$ cat src/rtl/core/tadc_norm_cell.sv
// one shift step of the leading-one normalizer, two lanes side by side
// depends on nothing
module tadc_norm_cell #(
    parameter int AW = 48,
    parameter int BW = 20,
    parameter int CW = 6,
    parameter int SH = 32,
    parameter int SW = 2
) (
    input  logic          aclk,
    input  logic          aresetn,
    input  logic          en,
    input  logic          in_valid,
    input  logic [AW-1:0] in_a,
    input  logic [CW-1:0] in_ca,
    input  logic [BW-1:0] in_b,
    input  logic [CW-1:0] in_cb,
    input  logic [SW-1:0] in_side,
    output logic          out_valid,
    output logic [AW-1:0] out_a,
    output logic [CW-1:0] out_ca,
    output logic [BW-1:0] out_b,
    output logic [CW-1:0] out_cb,
    output logic [SW-1:0] out_side
);

    logic          valid_reg;
    logic [AW-1:0] a_reg, a_next;
    logic [CW-1:0] ca_reg, ca_next, cb_reg, cb_next;
    logic [BW-1:0] b_reg, b_next;
    logic [SW-1:0] side_reg;
    logic          za;

    assign za      = in_a[AW-1 -: SH] == '0;
    assign a_next  = za ? (in_a << SH) : in_a;
    assign ca_next = za ? (in_ca + CW'(SH)) : in_ca;

    generate
        if (SH < BW) begin : g_b_shift
            logic zb;
            assign zb      = in_b[BW-1 -: SH] == '0;
            assign b_next  = zb ? (in_b << SH) : in_b;
            assign cb_next = zb ? (in_cb + CW'(SH)) : in_cb;
        end else begin : g_b_pass
            assign b_next  = in_b;
            assign cb_next = in_cb;
        end
    endgenerate

    always_ff @(posedge aclk) begin
        if (!aresetn) begin
            valid_reg <= 1'b0;
        end else if (en) begin
            valid_reg <= in_valid;
        end
    end

    always_ff @(posedge aclk) begin
        if (en) begin
            a_reg    <= a_next;
            ca_reg   <= ca_next;
            b_reg    <= b_next;
            cb_reg   <= cb_next;
            side_reg <= in_side;
        end
    end

    assign out_valid = valid_reg;
    assign out_a     = a_reg;
    assign out_ca    = ca_reg;
    assign out_b     = b_reg;
    assign out_cb    = cb_reg;
    assign out_side  = side_reg;

endmodule

$ cat config.mk
export PLATFORM = sky130hd
export DESIGN_NAME = tadc_norm_cell
export DESIGN_NICKNAME = d
export VERILOG_FILES = /design/src/rtl/core/tadc_norm_cell.sv
export SDC_FILE = /design/constraint.sdc
export NUM_CORES = 1
export LEC_CHECK = 0
export ABC_AREA = 1
export BUFFER_PORTS_ARGS = -buffer_cell sky130_fd_sc_hd__buf_2
export CORE_MARGIN = 2
export CORE_UTILIZATION = 49
export CTS_BUF_LIST = sky130_fd_sc_hd__clkbuf_2 sky130_fd_sc_hd__clkbuf_4 sky130_fd_sc_hd__clkbuf_8
export DETAILED_ROUTE_END_ITERATION = 10
export GPL_TIMING_DRIVEN = 0
export PLACE_DENSITY = 0.87
export SLEW_MARGIN = 20
export SYNTH_ARGS = -nofsm -noshare
export SYNTH_HDL_FRONTEND = slang
export SYNTH_SLANG_ARGS = --single-unit
$ cat constraint.sdc
create_clock -name aclk -period 2.2 [get_ports aclk]
set_input_delay 0.11 -clock aclk [delete_from_list [all_inputs] [get_ports aclk]]
set_output_delay 0.11 -clock aclk [all_outputs]
set_load 0.02 [all_outputs]
## Word level (Yosys, flattened, before mapping)

Index checks and enable logic that the tools add are counted.
W data, S select, Z words.

| operators by class | value |
|---|---|
| $add $sub $neg | 1 |
| reduce and logical (&&, ||, !) cells | 1 |
| muxes and demuxes | 2 |

Operators with widths:

| kind | count |
|---|---|
| $mux W48 | 1 |
| $logic_not A32 Y1 | 1 |
| $add A6 B6 Y6 const B | 1 |
| $mux W6 | 1 |

| word-level totals | value |
|---|---|
| logic and storage cells | 11 |
| input bits | 86 |
| output and inout bits | 83 |
| bits in registers | 83 |

## Depth between registers and ports, before layout

| logic depth | value |
|---|---|
| depth after elaboration | 2 |
| depth in mapped cells | 8 |
| gate-level depth less buffers | 7 |

## Least setup slack after synthesis

No wires, ideal clock.

| timing | value |
|---|---|
| path type | input -> register |
| start | in in_a[25] |
| end | reg a_reg[10] (netlist: out_a[10]) (data pin) |
| library setup time | 252 ps |
| arrival time | 801 ps |
| slack | 1,147 ps |
| required time | 1,948 ps |
| stages on the path | 7 |
| buffers on the path | 1 |
| path through | nor2_1 nand2_1 nor2_1 nand2_1 nor2_4 buf_4 nor2_1 |

| on the way | value |
|---|---|
| cells in the longest elaborated chain, start to end | 1 |

RTL lines:

| what | line | RTL |
|---|---|---|
| start: declaration | 14 | `input logic [AW-1:0] in_a,` |
| $logic_not A32 Y1 | 34 | `assign za = in_a[AW-1 -: SH] == '0;` |
| end signal: assignment | 60 | `a_reg <= a_next;` |
| end: declaration | 28 | `logic [AW-1:0] a_reg, a_next;` |

No other way between the ends.
A chain may end at the register's enable or synchronous reset.

## Worst setup path in the final report

| timing | value |
|---|---|
| start | in in_a[36] |
| end | reg a_reg[9] (netlist: out_a[9]) (data pin) |

The elaborated chain is that of the path after synthesis.

==> results.md <==
- Layout net count: 519
- WP data arrival: 1.14 ns
- Syn_area_per_cell: 13.81 um^2
- GRT overflow: 0
- Crit path max fanout: 10
- Drt drc: 0
- Die height: approximately 83 um
- Worst Hold Path EP: out_a[26]$_SDFFCE_PN0P_
- Pwr Density: between 700 and 800 nW/um^2
- Layout cells sized above 1: 42.69%
- Commonest non-fill, non-tap cell in the layout: buf_2
- Vias in the first global route: ~2300
- Sink Count: 83
- Maximum vdd drop: 555.6 uV
- Unrepaired setup endpoints after global routing: no
- DRT iter0 DRCs: between 80 and 90
- Required @ worst endpoint: around 2.3 ns
- Final number of setup-violating endpoints: 0
- Antenna fix cells: 0
- Status: finished clean
- Relative slew slack: 57.70%
- Clock slew at reported path FFs: 0.08 ns
- Flop2flop setup slack: 1.49 ns
- Largest net degree at the start of global routing: 52
- Clock latency on the worst-skew pair: 0.32 ns
- Reg2reg end: out_valid$_SDFFE_PN0P_
- Critical Path End Type: flop
- Starting Density: 50.78%
- Core Box Area: 5956 um^2
- FILL cells: approximately 410
- DR WL/cell: 14.02 um
- Routed WL: 7.191 mm
- Core occupancy in the finished layout: 76.11%
- Placement Rows: 28
- Die outline area: 6816 um^2
- First-pass GRT wire length: ~10 mm
- Reg-to-Reg Start: out_valid$_SDFFE_PN0P_
- Synth top area share: around four fifths
- Syn Nets: 305
- Sum of negative setup slack: 0 ns
- Die width: 82.56 um
- CTS tree: yes
- Synth unique cells: 12
- Synth area leader: edfxtp_1
- Max-Cap Viols: 0
- CTS root buffer: clkbuf_8
- Clock tree buffer depth: 2
- Half-perimeter wire length after detailed placement: 5.099 mm
- GPL Wtd Cong: 0.6637
- Total GRT Usage: around a fifth
- Inserted Clock Buffers: 9
- Cell count of the worst reg-to-reg path: 2
- Leak: 0.002088 uW
- Hold Fails Final Rpt: 0
- ANT nets after route: 0
- Area Growth Syn to Fin: 49.90%
- CTS resizes: 0
- IO Port Bufs: roughly 170
- Vias per cell: approximately 4.5
- DR vias: 2286
- Pin slew with the least headroom to its limit: between 0.6 and 0.7 ns
- Period Utilization, post-route: 47.82%
- Worst min-delay path startpoint: in_a[26]
- Most frequent cells in the layout: buf_2 (167), edfxtp_1 (82), nand2_1 (43)
- Syn Inst Count: roughly 220
- Number of synthesis warnings: 0
- Worst Skew: 0 ns
- Max Clk Rate: roughly 950 MHz
- IO Count: 169
- Tmin final: 1.052 ns
- Main area contributors after synthesis: edfxtp_1 (81%), nand2_1 (5.3%), nor2_1 (4.3%)
- Htree depth: 3
- Initial antenna violation count: 0
- Hold Path Depth: 2
- Sequential area share after synthesis: 82.09%
- Critical Path Start Type: input pin
- First-pass iteration count of the detailed router: 4
- Crit Path Category: input pin to flop
- Max-slew violations: 0
- Yosys reg bits: 83
- Cell area after synthesis: roughly 3000 um^2
- Min-delay worst type: input pin to flop
## layer usage
metal | GRT usage, % | vias up | share of wire [%]
li1 | - | 1130 | -
met1 | 22.76 | 1034 | 37
met2 | 39.92 | 111 | 54
met3 | 5.761 | 11 | 8.2
met4 | 7.869 | 0 | 1.2
met5 | 0 | - | 0
## sequential cells by signal, summed over array words and instances (netlist names)
signal / flops
out_a: 48
out_b: 20
out_ca: 6
out_cb: 6
out_valid: 1
out_side: 2
## Yosys cell counts
cell type / number
a21oi_1: 1
buf_4: 1
buf_6: 2
clkbuf_1: 16
dfxtp_1: 1
edfxtp_1: 82
inv_1: 34
nand2_1: 43
nand3_1: 1
nor2_1: 35
nor2_4: 1
o21ai_0: 2
## cell families after synthesis
family,after synthesis,share of synthesized area [%]
compound gates,3,0.4963
buf+inv,53,7.199
flops,83,82.09
simple gates,80,10.22
## metrics by stage
stage	hold slack, ns	setup slack [ns]	cell area [um^2]	instances	total power, uW
detailed placement	0.2884	0.7618	3981	463	2390
CTS	0.003712	1.128	4533	513	3567
floorplan	0.2035	1.147	3024	219	2148
global route	0.02129	1.055	4533	513	3698
global placement	0.2870	0.4133	3959	462	2365
finish	0.03271	1.148	4533	513	3550
## worst max-delay path by stage
| stage | end | cells past startpoint | from |
|---|---|---|---|
| after floorplan | out_a[10]$_SDFFCE_PN0P_ | 7 | in_a[25] |
| after global placement | out_ca[4]$_DFFE_PP_ | 1 | en |
| after detailed placement | out_a[6]$_SDFFCE_PN0P_ | 8 | in_a[36] |
| after CTS | out_a[6]$_SDFFCE_PN0P_ | 8 | in_a[36] |
| after global routing | out_a[9]$_SDFFCE_PN0P_ | 8 | in_a[36] |
| final | out_a[9]$_SDFFCE_PN0P_ | 8 | in_a[36] |
## final cells by class
type | count | area (um^2) | share of cell area [%]
Multi-Input combinational cell | 83 | 324.1 | 7.149
Tap cell | 75 | 93.84 | 2.070
Inverter | 34 | 127.6 | 2.815
Sequential cell | 83 | 2482 | 54.76
Buffer | 19 | 90.09 | 1.987
Timing Repair Buffer | 203 | 1204 | 26.55
Clock buffer | 10 | 131.4 | 2.898
Clock inverter | 6 | 80.08 | 1.766
## repair_timing
item,in CTS,in global routing
hold buffers,34,0
buffers inserted,0,0
endpoints found under the hold margin,34,0
## power by group
group	total [uW]	switching (uW)	internal, uW
sequential	1900	30.9	1870
clock	1150	505	643
combinational	497	299	198
## critical path, stage by stage
cell     delay (ns)
buf_2          0.11
nor2_1         0.12
nand2_1        0.10
nor2_1         0.12
nand2_1        0.11
nor2_4         0.20
buf_4          0.21
nor2_1         0.05
No activity file was read; power rests on OpenSTA's default activity.
