### config.mk
export PLATFORM = sky130hd
export DESIGN_NAME = tadc_sqr_cell
export DESIGN_NICKNAME = d
export VERILOG_FILES = /design/src/rtl/core/tadc_pkg.sv /design/src/rtl/core/tadc_sqr_cell.sv
export SDC_FILE = /design/constraint.sdc
export NUM_CORES = 2
export LEC_CHECK = 0
export BUFFER_PORTS_ARGS = -buffer_cell sky130_fd_sc_hd__clkbuf_2
export CAP_MARGIN = 5
export CORE_ASPECT_RATIO = 1.1
export CORE_MARGIN = 10
export CORE_UTILIZATION = 40
export DETAILED_ROUTE_END_ITERATION = 7
export GPL_ROUTABILITY_DRIVEN = 0
export HOLD_SLACK_MARGIN = 0.02
export PLACE_DENSITY = 0.52
export SLEW_MARGIN = 20
export SYNTH_ARGS = -nofsm -noshare
export SYNTH_HDL_FRONTEND = slang
export SYNTH_SLANG_ARGS = --single-unit
### constraint.sdc
create_clock -name aclk -period 30.5 [get_ports aclk]
set_input_delay 6.1 -clock aclk [delete_from_list [all_inputs] [get_ports aclk]]
set_output_delay 6.1 -clock aclk [all_outputs]
set_load 0.03 [all_outputs]
### src/rtl/core/tadc_pkg.sv
// shared types and constants of the thermistor adc to temperature core
// no dependencies
package tadc_pkg;

    localparam int CFG_DIV_W   = 20;
    localparam int CFG_NOM_W   = 20;
    localparam int CFG_T0_W    = 19;
    localparam int CFG_BETA_W  = 14;
    localparam int CFG_DATA_W  = 20;
    localparam int CFG_IDX_W   = 2;

    localparam logic [CFG_DIV_W-1:0]  DIV_RESET  = 20'd10000;
    localparam logic [CFG_NOM_W-1:0]  NOM_RESET  = 20'd10000;
    localparam logic [CFG_T0_W-1:0]   T0_RESET   = 19'd298150;
    localparam logic [CFG_BETA_W-1:0] BETA_RESET = 14'd3950;

    localparam int IN_TDATA_W  = 16;
    localparam int CODE_W      = 12;
    localparam int OUT_TDATA_W = 24;
    localparam int TEMP_W      = 21;

    localparam int MANT_W  = 31;
    localparam int FRAC_W  = 16;
    localparam int LN2_W   = 30;
    localparam logic [LN2_W-1:0] LN2_Q30 = 30'd744261118;

    localparam int QUOT2_W = 60;

    localparam logic [TEMP_W-1:0] TEMP_HIGH_MC     = 21'd1000000;
    localparam logic [TEMP_W-1:0] TEMP_LOW_MC      = 21'h1BD502;
    localparam logic [TEMP_W-1:0] KELVIN_OFFSET_MK = 21'd273150;
    localparam logic [QUOT2_W-1:0] TMK_LIMIT       = 60'd1273150;

    typedef enum logic [CFG_IDX_W-1:0] {
        REG_DIVIDER = 2'd0,
        REG_NOMINAL = 2'd1,
        REG_T0      = 2'd2,
        REG_BETA    = 2'd3
    } tadc_reg_t;

    typedef enum logic [1:0] {
        KIND_OK  = 2'd0,
        KIND_HOT = 2'd1,
        KIND_LOW = 2'd2
    } tadc_kind_t;

endpackage

### src/rtl/core/tadc_sqr_cell.sv
// one squaring step of the log2 fraction, two mantissa lanes
// depends on tadc_pkg
module tadc_sqr_cell
    import tadc_pkg::*;
#(
    parameter int SW = 14
) (
    input  logic              aclk,
    input  logic              aresetn,
    input  logic              en,
    input  logic              in_valid,
    input  logic [MANT_W-1:0] in_ma,
    input  logic [MANT_W-1:0] in_mb,
    input  logic [FRAC_W-1:0] in_fa,
    input  logic [FRAC_W-1:0] in_fb,
    input  logic [SW-1:0]     in_side,
    output logic              out_valid,
    output logic [MANT_W-1:0] out_ma,
    output logic [MANT_W-1:0] out_mb,
    output logic [FRAC_W-1:0] out_fa,
    output logic [FRAC_W-1:0] out_fb,
    output logic [SW-1:0]     out_side
);

    logic [2*MANT_W-1:0] sq_a, sq_b;
    logic [MANT_W:0]     sa, sb;
    logic                valid_reg;
    logic [MANT_W-1:0]   ma_reg, ma_next, mb_reg, mb_next;
    logic [FRAC_W-1:0]   fa_reg, fb_reg;
    logic [SW-1:0]       side_reg;

    assign sq_a    = (2*MANT_W)'(in_ma) * (2*MANT_W)'(in_ma);
    assign sq_b    = (2*MANT_W)'(in_mb) * (2*MANT_W)'(in_mb);
    assign sa      = sq_a[2*MANT_W-1:MANT_W-1];
    assign sb      = sq_b[2*MANT_W-1:MANT_W-1];
    assign ma_next = sa[MANT_W] ? sa[MANT_W:1] : sa[MANT_W-1:0];
    assign mb_next = sb[MANT_W] ? sb[MANT_W:1] : sb[MANT_W-1:0];

    always_ff @(posedge aclk) begin
        if (!aresetn) begin
            valid_reg <= 1'b0;
        end else if (en) begin
            valid_reg <= in_valid;
        end
    end

    always_ff @(posedge aclk) begin
        if (en) begin
            ma_reg   <= ma_next;
            mb_reg   <= mb_next;
            fa_reg   <= {in_fa[FRAC_W-2:0], sa[MANT_W]};
            fb_reg   <= {in_fb[FRAC_W-2:0], sb[MANT_W]};
            side_reg <= in_side;
        end
    end

    assign out_valid = valid_reg;
    assign out_ma    = ma_reg;
    assign out_mb    = mb_reg;
    assign out_fa    = fa_reg;
    assign out_fb    = fb_reg;
    assign out_side  = side_reg;

endmodule

# Word level (Yosys, flattened, before mapping)
# Index checks and enable logic that the tools add are counted.
# op_classes
add_sub_neg,0
n_mul,2
div,0
magnitude_cmp,0
eq_ne,0
shift,0
n_mux,2
bitwise_logic,0
reduce_logical,0
# op_table
cell,count
multiplier 31 x 31 -> 62 bit,2
2-to-1 mux 30 bit,2
# word_totals
ff_bits,109
latchBits,0
ramBits,0
rom_bits,0
out_inout_bits,109
n_memories,0

# Longest topological paths before layout
# depth
word_depth,2
depth_mapped,32

# Least setup slack after synthesis
# OpenSTA, ideal clock, no wires.
# synth_path
path_type,input to register
startpoint,in in_ma[25]
endpoint,"reg ma_reg[10], in the netlist out_ma[10] (data pin)"
arrival_time_ps,13728
required_time_ps,30240
path_slack_ps,16512
stages,28
path_cell_list,clkbuf_1 -> clkbuf_1 -> nand2_1 -> fa_1 -> fa_1 -> inv_1 -> fa_1 -> inv_1 -> fa_1 -> inv_1 -> fa_1 -> fa_1 -> fa_1 -> inv_1 -> fa_1 -> inv_1 -> ha_1 -> clkbuf_1 -> nand2_1 -> or3_1 -> nor2b_1 -> a21boi_1 -> o31ai_1 -> o21ai_1 -> o221ai_1 -> xor2_1 -> clkbuf_1 -> mux2_2
# synth_between
elab_chain_cells,2
# synth_rtl
item,line_no,rtl
start: declaration,tadc_sqr_cell.sv:12,"input logic [MANT_W-1:0] in_ma,"
multiplier 31 x 31 -> 62 bit,tadc_sqr_cell.sv:32,assign sq_a = (2*MANT_W)'(in_ma) * (2*MANT_W)'(in_ma);
2-to-1 mux 30 bit,tadc_sqr_cell.sv:36,assign ma_next = sa[MANT_W] ? sa[MANT_W:1] : sa[MANT_W-1:0];
via ma_next[10],tadc_sqr_cell.sv:28,"logic [MANT_W-1:0] ma_reg, ma_next, mb_reg, mb_next;"
end signal: assignment,tadc_sqr_cell.sv:49,ma_reg <= ma_next;
end: declaration,tadc_sqr_cell.sv:28,
# The timed path passes the listed nets, and every way through them passes these cells.
# A chain may end at the register's enable or synchronous reset.

# Final worst setup path
# layout_path
startpoint,in in_ma[14]
endpoint,"reg ma_reg[24], in the netlist out_ma[24] (data pin)"
# layout_between
elab_chain_cells,2
# layout_rtl
item,line_no,rtl
multiplier 31 x 31 -> 62 bit,tadc_sqr_cell.sv:32,
via sq_a[61],tadc_sqr_cell.sv:25,"logic [2*MANT_W-1:0] sq_a, sq_b;"
2-to-1 mux 30 bit,tadc_sqr_cell.sv:36,
via ma_next[24],tadc_sqr_cell.sv:28,
# The timed path passes the listed nets, and every way through them passes these cells.

==> impl_metrics.toml <==
[outcome]
outcome = "completed"

[sta]
fin_skew_ns = 0
worst-slew-pin-transition_ns = 1.11
rsz0062_at_grt = "false"
fin_setup_tns_ns = 0
min_period_over_period = 0.512
relSlewSlack = 0.253
hold_viol_final = 0
slew_viol_final = 0
max_freq_mhz = 64.0
setup_violations = 0
min_period_ns = 15.62

[yosys]
ys_ff_latch = 109
netlist_area_mm2 = 0.0574
muxShareOfSynthArea = 0.0107
yosysSeqAreaShare = 0.0569
synth-xor-area-share = 0.0170
synth_fp_nets = 8064
yosysWarnings = 0
syn_inst = 5924
synth.distinct_cells = 69
synth_area_per_cell_um2 = 9.68
synth_top_family_by_area = "adder cells"
synth_compound_area_frac = 0.0435
synthSimpleGateAreaFrac = 0.101
async_flop_share = 0
synth_edf_count = 108
synthAdderAreaFrac = 0.638
synth_flop_cell = "edfxtp_1"

[floorplanning]
start_util = 0.403
core_mm2 = 0.142
row_count = 145
die_w_um = 381
fp.dieH_um = 417
ios = 221
dieArea_mm2 = 0.159

[clock_tree]
ctsResizeCount = 0
htree_levels = 3
path_clk_slew_ns = 0.09
postCtsHoldBufs = 0
post_cts_buffers = 0
cts_tree = "yes"
clk_path_buf_depth = 2
cts_root_buffer = "clkbuf_16"
cts_sinks = 109
insertion_delay_ns = 0.38
cts_buffers = 9

[worst_setup_path]
critPathLaunchType = "input port"
crit_required_ns = 30.64
rr_worst_depth = 2
regToRegStartpoint = "out_valid"
worstPathMaxFanout = 33
r2r-end = "out_valid"
r2r_slack_ns = 29.91
worstSetupEndpoint = "out_ma[24]"
cp.arrival_ns = 15.76
crit_type = "input port to flop"
crit_path_start = "in_ma[14]"
cp-end-kind = "flop"

[global_routing]
first_global_vias = 44300
grt_overflow = 0
antenna_found_initial = 6
grt.total_usage = 0.197
grt_max_degree = 67
grt_first_pass_wirelength_um = 247000

[route]
wl_um = 151000
final_antenna_net_count = 0
vias = 38200
drt_iter0_markers = 1559
first_pass_iters = 4
viasPerCell = 4.82
drc_errors = 0
wl_per_cell_um = 19.1

[final_layout]
final_cell_mix = "inv_1 (1815), fa_1 (1494), nand2_1 (582)"
design_area_mm2 = 0.0608
fin_util = 0.427
finalNonFillerCells = 7913
final_common_cell = "inv_1"
drive_gt1_frac = 0.0568
syn2layout_area_growth_pct = 5.99
fillers = 14200
fin_nets = 8135

[placed_design]
place_area_mm2 = 0.0605
placed_cells = 7895
dp_hpwl_um = 123000
portBuffers = 218

[hold_path]
hold_class = "flop to flop"

[run]
drv_cap = 0
[sequential cells by signal, summed over array words and instances (netlist names)]
signal,count
out_side,14
out_fb,16
out_mb,31
out_valid,1
out_ma,31
out_fa,16
[worst min path at each step]
stage / startpoint / endpoint / slack, ns / cells past startpoint
final: out_valid / out_valid / 0.53 / 2
after CTS: out_valid / out_valid / 0.54 / 2
after floorplan: out_valid / out_valid / 0.64 / 2
after detailed placement: out_valid / out_valid / 0.51 / 2
after global routing: out_valid / out_valid / 0.62 / 2
after global placement: out_valid / out_valid / 0.51 / 2
[through the flow]
step / setup slack (ns) / hold slack [ns]
after CTS: 14.91 / 0.536
final: 14.88 / 0.531
after detailed placement: 14.51 / 0.514
after global routing: 14.49 / 0.617
after global placement: 14.54 / 0.510
after floorplan: 16.51 / 0.640
[critical path: stages]
cell and delay, ns:
clkbuf_2 0.08, buf_4 0.43, inv_1 0.35, nor2_1 0.23, fa_1 0.49, fa_1 0.52, inv_1 0.06, fa_1 0.40
fa_1 0.54, inv_1 0.06, fa_1 0.55, fa_1 0.44, fa_1 0.49, inv_1 0.05, fa_1 0.48, inv_1 0.04
ha_1 0.48, nand4_1 0.34, or3_1 0.56, nor2b_1 0.19, a21boi_1 0.58, o31ai_1 0.38, o21ai_1 0.38, o221ai_1 0.34
xor2_4 0.23, buf_4 0.41, inv_2 0.14, o21ai_0 0.37
[layout make-up]
cell class	instances	area (um2)	share of cell area
sequential	109	3260	0.0537
antenna	2	5.00	0.0000823
multi-input combinational	3784	46500	0.765
clock inverter	7	96.3	0.00158
tap	1911	2390	0.0393
timing repair buffer	273	1510	0.0248
inverter	1818	6820	0.112
clock buffer	9	225	0.00370
[kinds of logic (layout without fill, tap and decap cells)]
group / count (synthesis) / count (layout)
mux: 56 / 56
buf+inv: 2031 / 2107
simple gates: 1203 / 1203
compound gates: 386 / 386
other cells: 0 / 2
fa+ha+maj: 2028 / 2028
flops: 109 / 109
xor+xnor: 111 / 111
[layer usage]
| layer | routed length, um | global-route usage |
|---|---|---|
| met1 | 63300 | 0.253 |
| met4 | 2490 | 0.0301 |
| met5 | 41 | 0 |
| met2 | 78500 | 0.357 |
| met3 | 6700 | 0.0271 |
[Yosys cell counts (7+ instances only)]
library cell | count | area share
a21o_1 | 74 | 0.0097
a21oi_1 | 130 | 0.011
a31o_2 | 9 | 0.0014
a31oi_1 | 9 | 0.00098
and2_1 | 380 | 0.041
and3_1 | 7 | 0.00076
clkbuf_1 | 205 | 0.013
edfxtp_1 | 108 | 0.057
fa_1 | 1494 | 0.52
ha_1 | 534 | 0.12
inv_1 | 1815 | 0.12
mux2_1 | 15 | 0.0029
mux2_2 | 26 | 0.0051
mux2i_1 | 15 | 0.0026
nand2_1 | 582 | 0.038
nand3_1 | 26 | 0.0023
nand4_1 | 29 | 0.0032
nor2_1 | 102 | 0.0067
nor2b_1 | 21 | 0.0023
nor3_1 | 13 | 0.0011
nor4_1 | 7 | 0.00076
o211ai_1 | 7 | 0.00092
o21ai_0 | 68 | 0.0059
o21bai_1 | 21 | 0.0027
o31ai_1 | 8 | 0.0010
or2_2 | 8 | 0.00087
xnor2_1 | 53 | 0.0081
xor2_1 | 58 | 0.0089
Power is not shown: default switching activity piles up to over one toggle a cycle in this logic, so the estimate is an artifact.
