## src/rtl/core/tadc_div_cell.sv

```systemverilog
// one restoring division step, carries the item along the divider row
// depends on nothing
module tadc_div_cell #(
    parameter int DW = 12,
    parameter int QW = 48,
    parameter int SW = 2
) (
    input  logic          aclk,
    input  logic          aresetn,
    input  logic          en,
    input  logic          in_valid,
    input  logic [DW-1:0] in_rem,
    input  logic [QW-1:0] in_dq,
    input  logic [DW-1:0] in_dsr,
    input  logic [SW-1:0] in_side,
    output logic          out_valid,
    output logic [DW-1:0] out_rem,
    output logic [QW-1:0] out_dq,
    output logic [DW-1:0] out_dsr,
    output logic [SW-1:0] out_side
);

    logic [DW:0]   trial;
    logic [DW:0]   diff;
    logic          ge;
    logic          valid_reg;
    logic [DW-1:0] rem_reg, rem_next, dsr_reg;
    logic [QW-1:0] dq_reg, dq_next;
    logic [SW-1:0] side_reg;

    assign trial    = {in_rem, in_dq[QW-1]};
    assign diff     = trial - {1'b0, in_dsr};
    assign ge       = trial >= {1'b0, in_dsr};
    assign rem_next = ge ? diff[DW-1:0] : trial[DW-1:0];
    assign dq_next  = {in_dq[QW-2:0], ge};

    always_ff @(posedge aclk) begin
        if (!aresetn) begin
            valid_reg <= 1'b0;
        end else if (en) begin
            valid_reg <= in_valid;
        end
    end

    always_ff @(posedge aclk) begin
        if (en) begin
            rem_reg  <= rem_next;
            dq_reg   <= dq_next;
            dsr_reg  <= in_dsr;
            side_reg <= in_side;
        end
    end

    assign out_valid = valid_reg;
    assign out_rem   = rem_reg;
    assign out_dq    = dq_reg;
    assign out_dsr   = dsr_reg;
    assign out_side  = side_reg;

endmodule

```

## config.mk

```make
export PLATFORM = sky130hd
export DESIGN_NAME = tadc_div_cell
export DESIGN_NICKNAME = d
export VERILOG_FILES = /design/src/rtl/core/tadc_div_cell.sv
export SDC_FILE = /design/constraint.sdc
export NUM_CORES = 1
export LEC_CHECK = 0
export BUFFER_PORTS_ARGS = -buffer_cell sky130_fd_sc_hd__buf_4
export CORE_MARGIN = 4
export CORE_UTILIZATION = 30
export DETAILED_ROUTE_END_ITERATION = 7
export PLACE_DENSITY = 0.56
export SLEW_MARGIN = 20
export SYNTH_ARGS = -nofsm -noshare
export SYNTH_HDL_FRONTEND = slang
export SYNTH_SLANG_ARGS = --single-unit
```

## constraint.sdc

```tcl
create_clock -name aclk -period 5.7 [get_ports aclk]
set_clock_uncertainty 0.1 [all_clocks]
set_input_delay 0.57 -clock aclk [delete_from_list [all_inputs] [get_ports aclk]]
set_output_delay 0.57 -clock aclk [all_outputs]
set_load 0.03 [all_outputs]
```

## Word level (Yosys, flattened, before mapping)

Cells that the tools add are included.

- Input port bits: 78
- Latch bits: 0
- Memory bits (read-only): 0
- Memories: 0
- Memory bits (writable): 0
- Flip-flop bits (word level): 75
- Logic and storage cells: 8

- Divide/modulo/power cells: 0
- Shift operators: 0
- Reduce and logical (&&, ||, !) cells: 0
- Bitwise operators: 0
- Mux-type cells: 1
- Multipliers: 0
- Magnitude comparators: 1
- Equality and inequality tests: 0
- Add/subtract/negate cells: 1

Operator list:

| operator | count |
|---|---|
| 13-bit by 12-bit greater-or-equal comparator with 1-bit output | 1 |
| 12-bit two-way mux | 1 |
| 12-bit subtractor | 1 |

## Logic depth before layout (Yosys ltp)

Gate-level depths: netlist (run 1).

- Depth in word-level cells: 2
- Mapped depth: 9
- Mapped depth without buffers: 9

## Worst setup path before layout (run 1)

No wires, ideal clock.

- Kind: input port to flip-flop
- Start point: input in_dsr[1]
- End point: register rem_reg[10] (netlist: out_rem[10]), data pin
- Buffers on the path: 1
- Path slack: 2.777 ns
- Data arrival time: 2.562 ns
- Stages on the path: 9
- Required time: 5.340 ns
- Cell sequence: inv_1 > ha_1 > nor2b_4 > o31a_1 > o31a_1 > o311a_4 > nor4_4 > buf_8 > mux2_4

- Word-level cells in the longest chain between the ends: 2

Ends and longest elaborated chain:

| element | RTL line | text |
|---|---|---|
| start: declaration | 14 | `input logic [DW-1:0] in_dsr,` |
| 12-bit subtractor / 13-bit by 12-bit greater-or-equal comparator with 1-bit output (equally long branches) | 32, 33 |  |
| 12-bit two-way mux (*) | 34 | `assign rem_next = ge ? diff[DW-1:0] : trial[DW-1:0];` |
| via rem_next[10] | 27 | `logic [DW-1:0] rem_reg, rem_next, dsr_reg;` |
| end signal: assignment | 47 | `rem_reg <= rem_next;` |
| end: declaration | 27 |  |

Mark *: on every way through the listed nets, which the timed path passes. The rest lies on a longest branch.
A chain may end at the register's enable or synchronous reset.

## Worst setup path in the final report (run 1)

- Start point: input in_dsr[1]
- End point: register rem_reg[11] (netlist: out_rem[11]), data pin

The elaborated chain is that of the path after synthesis.

==> impl_metrics.toml, run 1 <==
[drt]
viasPerCell = 4.34
vias = 2103
drcViolationCount = 0
drt_iter0_drc = 92
wire_per_inst_um = 16.3
final_antenna_net_count = 0
drt-pass1-iter-count = 4
routed_wl_um = 7920

[power_and_ir_drop]
p_seq_share_pct = 47.4
power.density_mw_per_mm2 = 311
pwr-share-comb_pct = 23.6
internal-power_mw = 1.02
p_clk_share_pct = 29.0
peakVddDrop_mv = 0.102
sw_frac_of_total_pct = 28.8
switching_power_mw = 0.413
p_leak_nw = 1.98

[floorplanning]
boundaryPins = 153
initial_utilization_pct = 31.3
die-area_mm2 = 0.0121
fp.dieH_um = 110
fp-row-count = 36
fp.dieW_um = 110
design.core.area_mm2 = 0.00995

[timing]
max_freq_mhz = 323
slew_headroom_pct = 36.1
fin_crit_sh_pct = 54.3
tightest_slew_ps = 959
layout_min_cycle_time_ps = 3100
fin_ws_ps = 2600
final-hold-violation-count = 0
finalSetupViolations = 0
drv_slew = 0
finalSetupTns_ps = 0
rsz0062_at_grt = "false"

[critical_path]
critPathMaxFanout = 8
start_kind = "input port"
criticalPathCategory = "input port to register"
worstPathArrival_ps = 3090
rrSetupSlack_ps = 4990
endpoint_kind = "register"
required_ps = 5700

[global_route]
antenna_found_initial = 0
grt_util_met3_pct = 5.46
grt_remaining_overflow = 0
grt_busiest_layer = "met2"
grt_pass1_wl_um = 10900
grt_max_degree = 76
grt_pass1_vias = 2053
grt.met2_usage_pct = 20.0
gr-usage-all-layers_pct = 12.2
gr-usage-met1_pct = 14.1

[placement]
routabilityCongestion = 0.785
dpl_cell_area_mm2 = 0.00441
place_ws_ps = 2210
portBuffers = 152
dp_hpwl_um = 6030

[synth]
ys_seq_area_share_pct = 72.0
synth_top_area_share_pct = 71.4
synth_nets = 276
async_reset_ff_share_pct = 0
synth.ff_latch_count = 75
yosys.area.top_type = "edfxtp_1"
synth_edf_count = 74
synth.most_common_cell = "edfxtp_1"
synth_area_leaders = "edfxtp_1, ha_1, mux2_4"
synthTopCellsByCount = "edfxtp_1, inv_1, ha_1"
syn_avg_cell_area_um2 = 16.8
synth_area_mm2 = 0.00311
synth-main-ff-cell = "edfxtp_1"
synth_cell_types = 37
synth_warnings = 0
netlist_instances = 185

[clock_tree]
cts.sinks = 75
numCtsBuffers = 9
root_buffer = "clkbuf_8"
cts_resized = 0
cts_tree = "built"
clock_path_buffers = 2
cts_hold_buf = 0
post-cts-setup-buffers = 0
htreeDepth = 3
insertion_delay_ps = 340
path_clk_slew_ps = 80

[outcome]
status = "finished, final reports clean"

[flow_run]
max-cap-violations = 0

[final_layout]
fin_nets = 438
antennaDiodeCount = 0
final_cell_area_mm2 = 0.00461
area_delta_synth_final_pct = 48.2
drive_gt1_share_pct = 52.0

[hold_path]
hold_path.class = "input port to register"
-- per-stage QoR --
stage               instances  total power, mW  util, %  hold WS (ps)
floorplan                 185            0.886        -           540
global placement          468             1.03     44.2           404
detailed placement        469             1.03     44.3           425
CTS                       485             1.46     46.4           272
global route              485             1.50     46.4           265
finish                    485             1.43     46.4           297
-- power by group through the flow --
stage	Clock (mW)	Sequential, mW	Combinational, mW
2_1_floorplan	0	0.795	0.0913
3_3_place_gp	0	0.692	0.337
3_5_place_dp	0	0.692	0.342
4_1_cts	0.432	0.681	0.343
5_1_grt	0.453	0.684	0.361
6_report	0.416	0.679	0.339
-- final cells by class --
class | instances | area, um2
well taps | 133 | 166
clock inverters | 6 | 72.6
fillers | 913 | 5340
clock buffers | 10 | 128
multi-input cells | 93 | 797
inverters | 15 | 56.3
repair buffers | 153 | 1150
flip-flops and latches | 75 | 2240
-- state kept, by name, summed over array words and instances (netlist names) --
| register | flops |
|---|---|
| out_dq | 48 |
| out_dsr | 12 |
| out_rem | 12 |
| out_side | 2 |
| out_valid | 1 |
-- routing by layer --
metal | vias up | wire length [um] | part of all wire, %
met3 | 4 | 1010 | 13
met5 | - | 0 | 0
li1 | 1030 | - | -
met4 | 0 | 43 | 0.54
met2 | 104 | 3770 | 48
met1 | 965 | 3100 | 39
-- worst max-delay path, cell delays in order --
cell and delay, ps:
buf_4 100, inv_1 40, ha_1 280, nor2b_4 130, o31a_1 280, o31a_1 290
o311a_4 320, nor4_4 500, buf_6 250, mux2_2 340
-- kinds of logic after synthesis --
group                    count (synthesis)  share of synthesized area, %
AND/OR/NAND/NOR                         35                          6.27
flip-flops                              75                          72.0
AO/OA/AOI/OAI                           23                          5.87
buffers and inverters                   17                          2.41
adder cells (fa/ha/maj)                 13                          5.46
XOR/XNOR                                 8                          2.25
multiplexers                            14                          5.75
-- layout by cell type (no fill, tap or decap), types with 4 or more instances in the layout --
| cell type | instances |
|---|---|
| nor2b_1 | 5 |
| nand3_1 | 9 |
| nor2_1 | 9 |
| nand2_1 | 4 |
| a21oi_1 | 5 |
| mux2_4 | 7 |
| edfxtp_1 | 74 |
| buf_4 | 152 |
| mux2i_1 | 4 |
| ha_1 | 12 |
| clkbuf_8 | 9 |
| inv_1 | 15 |
| xnor2_1 | 5 |
-- path summary, 6_finish.rpt --
check | startpoint | endpoint | cells after the start
hold reg to reg | out_valid$_SDFFE_PN0P_ | out_valid$_SDFFE_PN0P_ | 2
setup / recovery | in_dsr[1] | out_rem[11]$_DFFE_PP_ | 10
hold / removal | in_dq[7] | out_dq[8]$_DFFE_PP_ | 1
setup reg to reg | out_valid$_SDFFE_PN0P_ | out_valid$_SDFFE_PN0P_ | 2
Power figures use the tool's default switching activity.
==> run 2, diff against run 1 <==
==> constraint.sdc (replaced) <==
create_clock -name aclk -period 3.1 [get_ports aclk]
set_clock_uncertainty 0.1 [all_clocks]
set_input_delay 0.31 -clock aclk [delete_from_list [all_inputs] [get_ports aclk]]
set_output_delay 0.31 -clock aclk [all_outputs]
set_load 0.03 [all_outputs]
==> run 2 against run 1 <==
  * Count of clock-buffer cells in the layout decreased by 1
  * Non-clock buffer count increased by 2
  * Utilization increased by 0.23 points
  * Sequential cell count unchanged
  * Cell count increased by 0.41%
  * Critical path depth decreased by 2
  * Sequential power increased by 84%
  * Global-route usage about the same
  * Power increased by 83%
  * Wire length increased by 0.61%
  * Cell area increased by 0.49%
  * Register-to-register slack got worse by 2600 ps
  * Largest power group unchanged
==> impl_metrics.toml, run 2 (synthesis gave the netlist of run 1 again) <==
[final_layout]
antennaDiodeCount = 0
final_cell_mix = "buf_4, edfxtp_1, inv_1"
largest_reg_flops = 48
drive_gt1_share_pct = 52.3
fin_util_pct = 46.6
fin_nets = 440
final_common_cell = "buf_4"
nFillCells = 923
area_delta_synth_final_pct = 48.9

[global_route]
grt_max_degree = 45
grt_pass1_vias = 2078
antenna_found_initial = 0
gr-usage-all-layers_pct = 12.2
grt_remaining_overflow = 0
grt_pass1_wl_um = 11000

[floorplanning]
design.core.area_mm2 = 0.00995
initial_utilization_pct = 31.3
fp-row-count = 36
fp.dieH_um = 110
boundaryPins = 153
die-area_mm2 = 0.0121
fp.dieW_um = 110

[placement]
portBuffers = 152
dp_hpwl_um = 6230
routabilityCongestion = 0.790

[timing]
max_freq_mhz = 404
slew_headroom_pct = 60.6
rsz0062_at_grt = "false"
drv_slew = 0
finalSetupTns_ps = 0
final-hold-violation-count = 0
finalSetupViolations = 0
layout_min_cycle_time_ps = 2480
fin_crit_sh_pct = 79.9
tightest_slew_ps = 591

[critical_path]
worstPathArrival_ps = 2470
critPathSlowestCell = "o311a_4"
max_stage_delay_ps = 420
cp-startpoint = "in_rem[5]"
criticalPathCategory = "input port to register"
start_kind = "input port"
endpoint_kind = "register"
r2r_start = "out_valid$_SDFFE_PN0P_"
critPathMaxFanout = 7
cpMostUsedCell = "buf_4"
required_ps = 3100
cp_cell_sequence = "buf_4 > ha_1 > a21oi_1 > o211ai_1 > o311a_4 > nor4_4 > buf_4 > mux2_2"
critPathBufInv = 2
path_delay_family = "compound AO/OA/AOI/OAI gates"

[drt]
drt-pass1-iter-count = 4
drt_iter0_drc = 85
viasPerCell = 4.49
vias = 2188
drcViolationCount = 0
routed_wl_um = 7960
wire_per_inst_um = 16.4
final_antenna_net_count = 0

[clock_tree]
post-cts-setup-buffers = 0
cts_tree = "built"
clock_path_buffers = 2
htreeDepth = 3
cts_resized = 0
numCtsBuffers = 9
cts_hold_buf = 0
cts.sinks = 75
path_clk_slew_ps = 80
root_buffer = "clkbuf_8"
insertion_delay_ps = 340

[power_and_ir_drop]
peakVddDrop_mv = 0.196
power.density_mw_per_mm2 = 567
p_leak_nw = 1.99

[outcome]
status = "finished, final reports clean"

[flow_run]
max-cap-violations = 0

[hold_path]
min_from = "in_dq[16]"
hold_path.class = "input port to register"
[run 2: cell types whose count changed in the layout (fill, tap and decap cells not counted), sizes merged]
cell / change
buf: +2
clkbuf: -1
clkinvlp: +1
[run 2: worst paths after layout]
kind	end	cells past startpoint	slack, ps
setup / recovery	out_rem[2]$_DFFE_PP_	8	620
hold / removal	out_dq[17]$_DFFE_PP_	1	40
setup reg to reg	out_valid$_SDFFE_PN0P_	2	2400
hold reg to reg	out_valid$_SDFFE_PN0P_	2	420
[run 2: power by group]
| part | internal, mW | switching, mW | total [mW] |
|---|---|---|---|
| Clock | 0.376 | 0.378 | 0.754 |
| Combinational | 0.276 | 0.351 | 0.627 |
| Sequential | 1.22 | 0.0257 | 1.25 |
[run 2: final cells by class]
class	instances	area, um2	share of cell area, %
Timing Repair Buffer	155	1180	25.4
Tap cell	133	166	3.59
Inverter	15	56.3	1.21
Clock inverter	7	75.1	1.62
Sequential cell	75	2240	48.4
Multi-Input combinational cell	93	797	17.2
Clock buffer	9	124	2.67
[run 2: through the flow]
step | hold slack [ps] | cells | setup slack, ps | total power, mW | area, um2
floorplan | 309 | 185 | 437 | 1.63 | 3110
global placement | 388 | 471 | 320 | 1.90 | 4440
detailed placement | 390 | 471 | 281 | 1.91 | 4440
CTS | 15.0 | 487 | 648 | 2.68 | 4640
global route | 3.01 | 487 | 508 | 2.76 | 4640
finish | 39.5 | 487 | 624 | 2.63 | 4640
[run 2: per-layer routing]
layer,up-vias,routed length [um],global-route usage (%)
met1,1041,3060,13.8
met2,114,3790,20.5
li1,1029,-,-
met4,0,51,3.47
met5,-,0,0
met3,4,1060,5.81
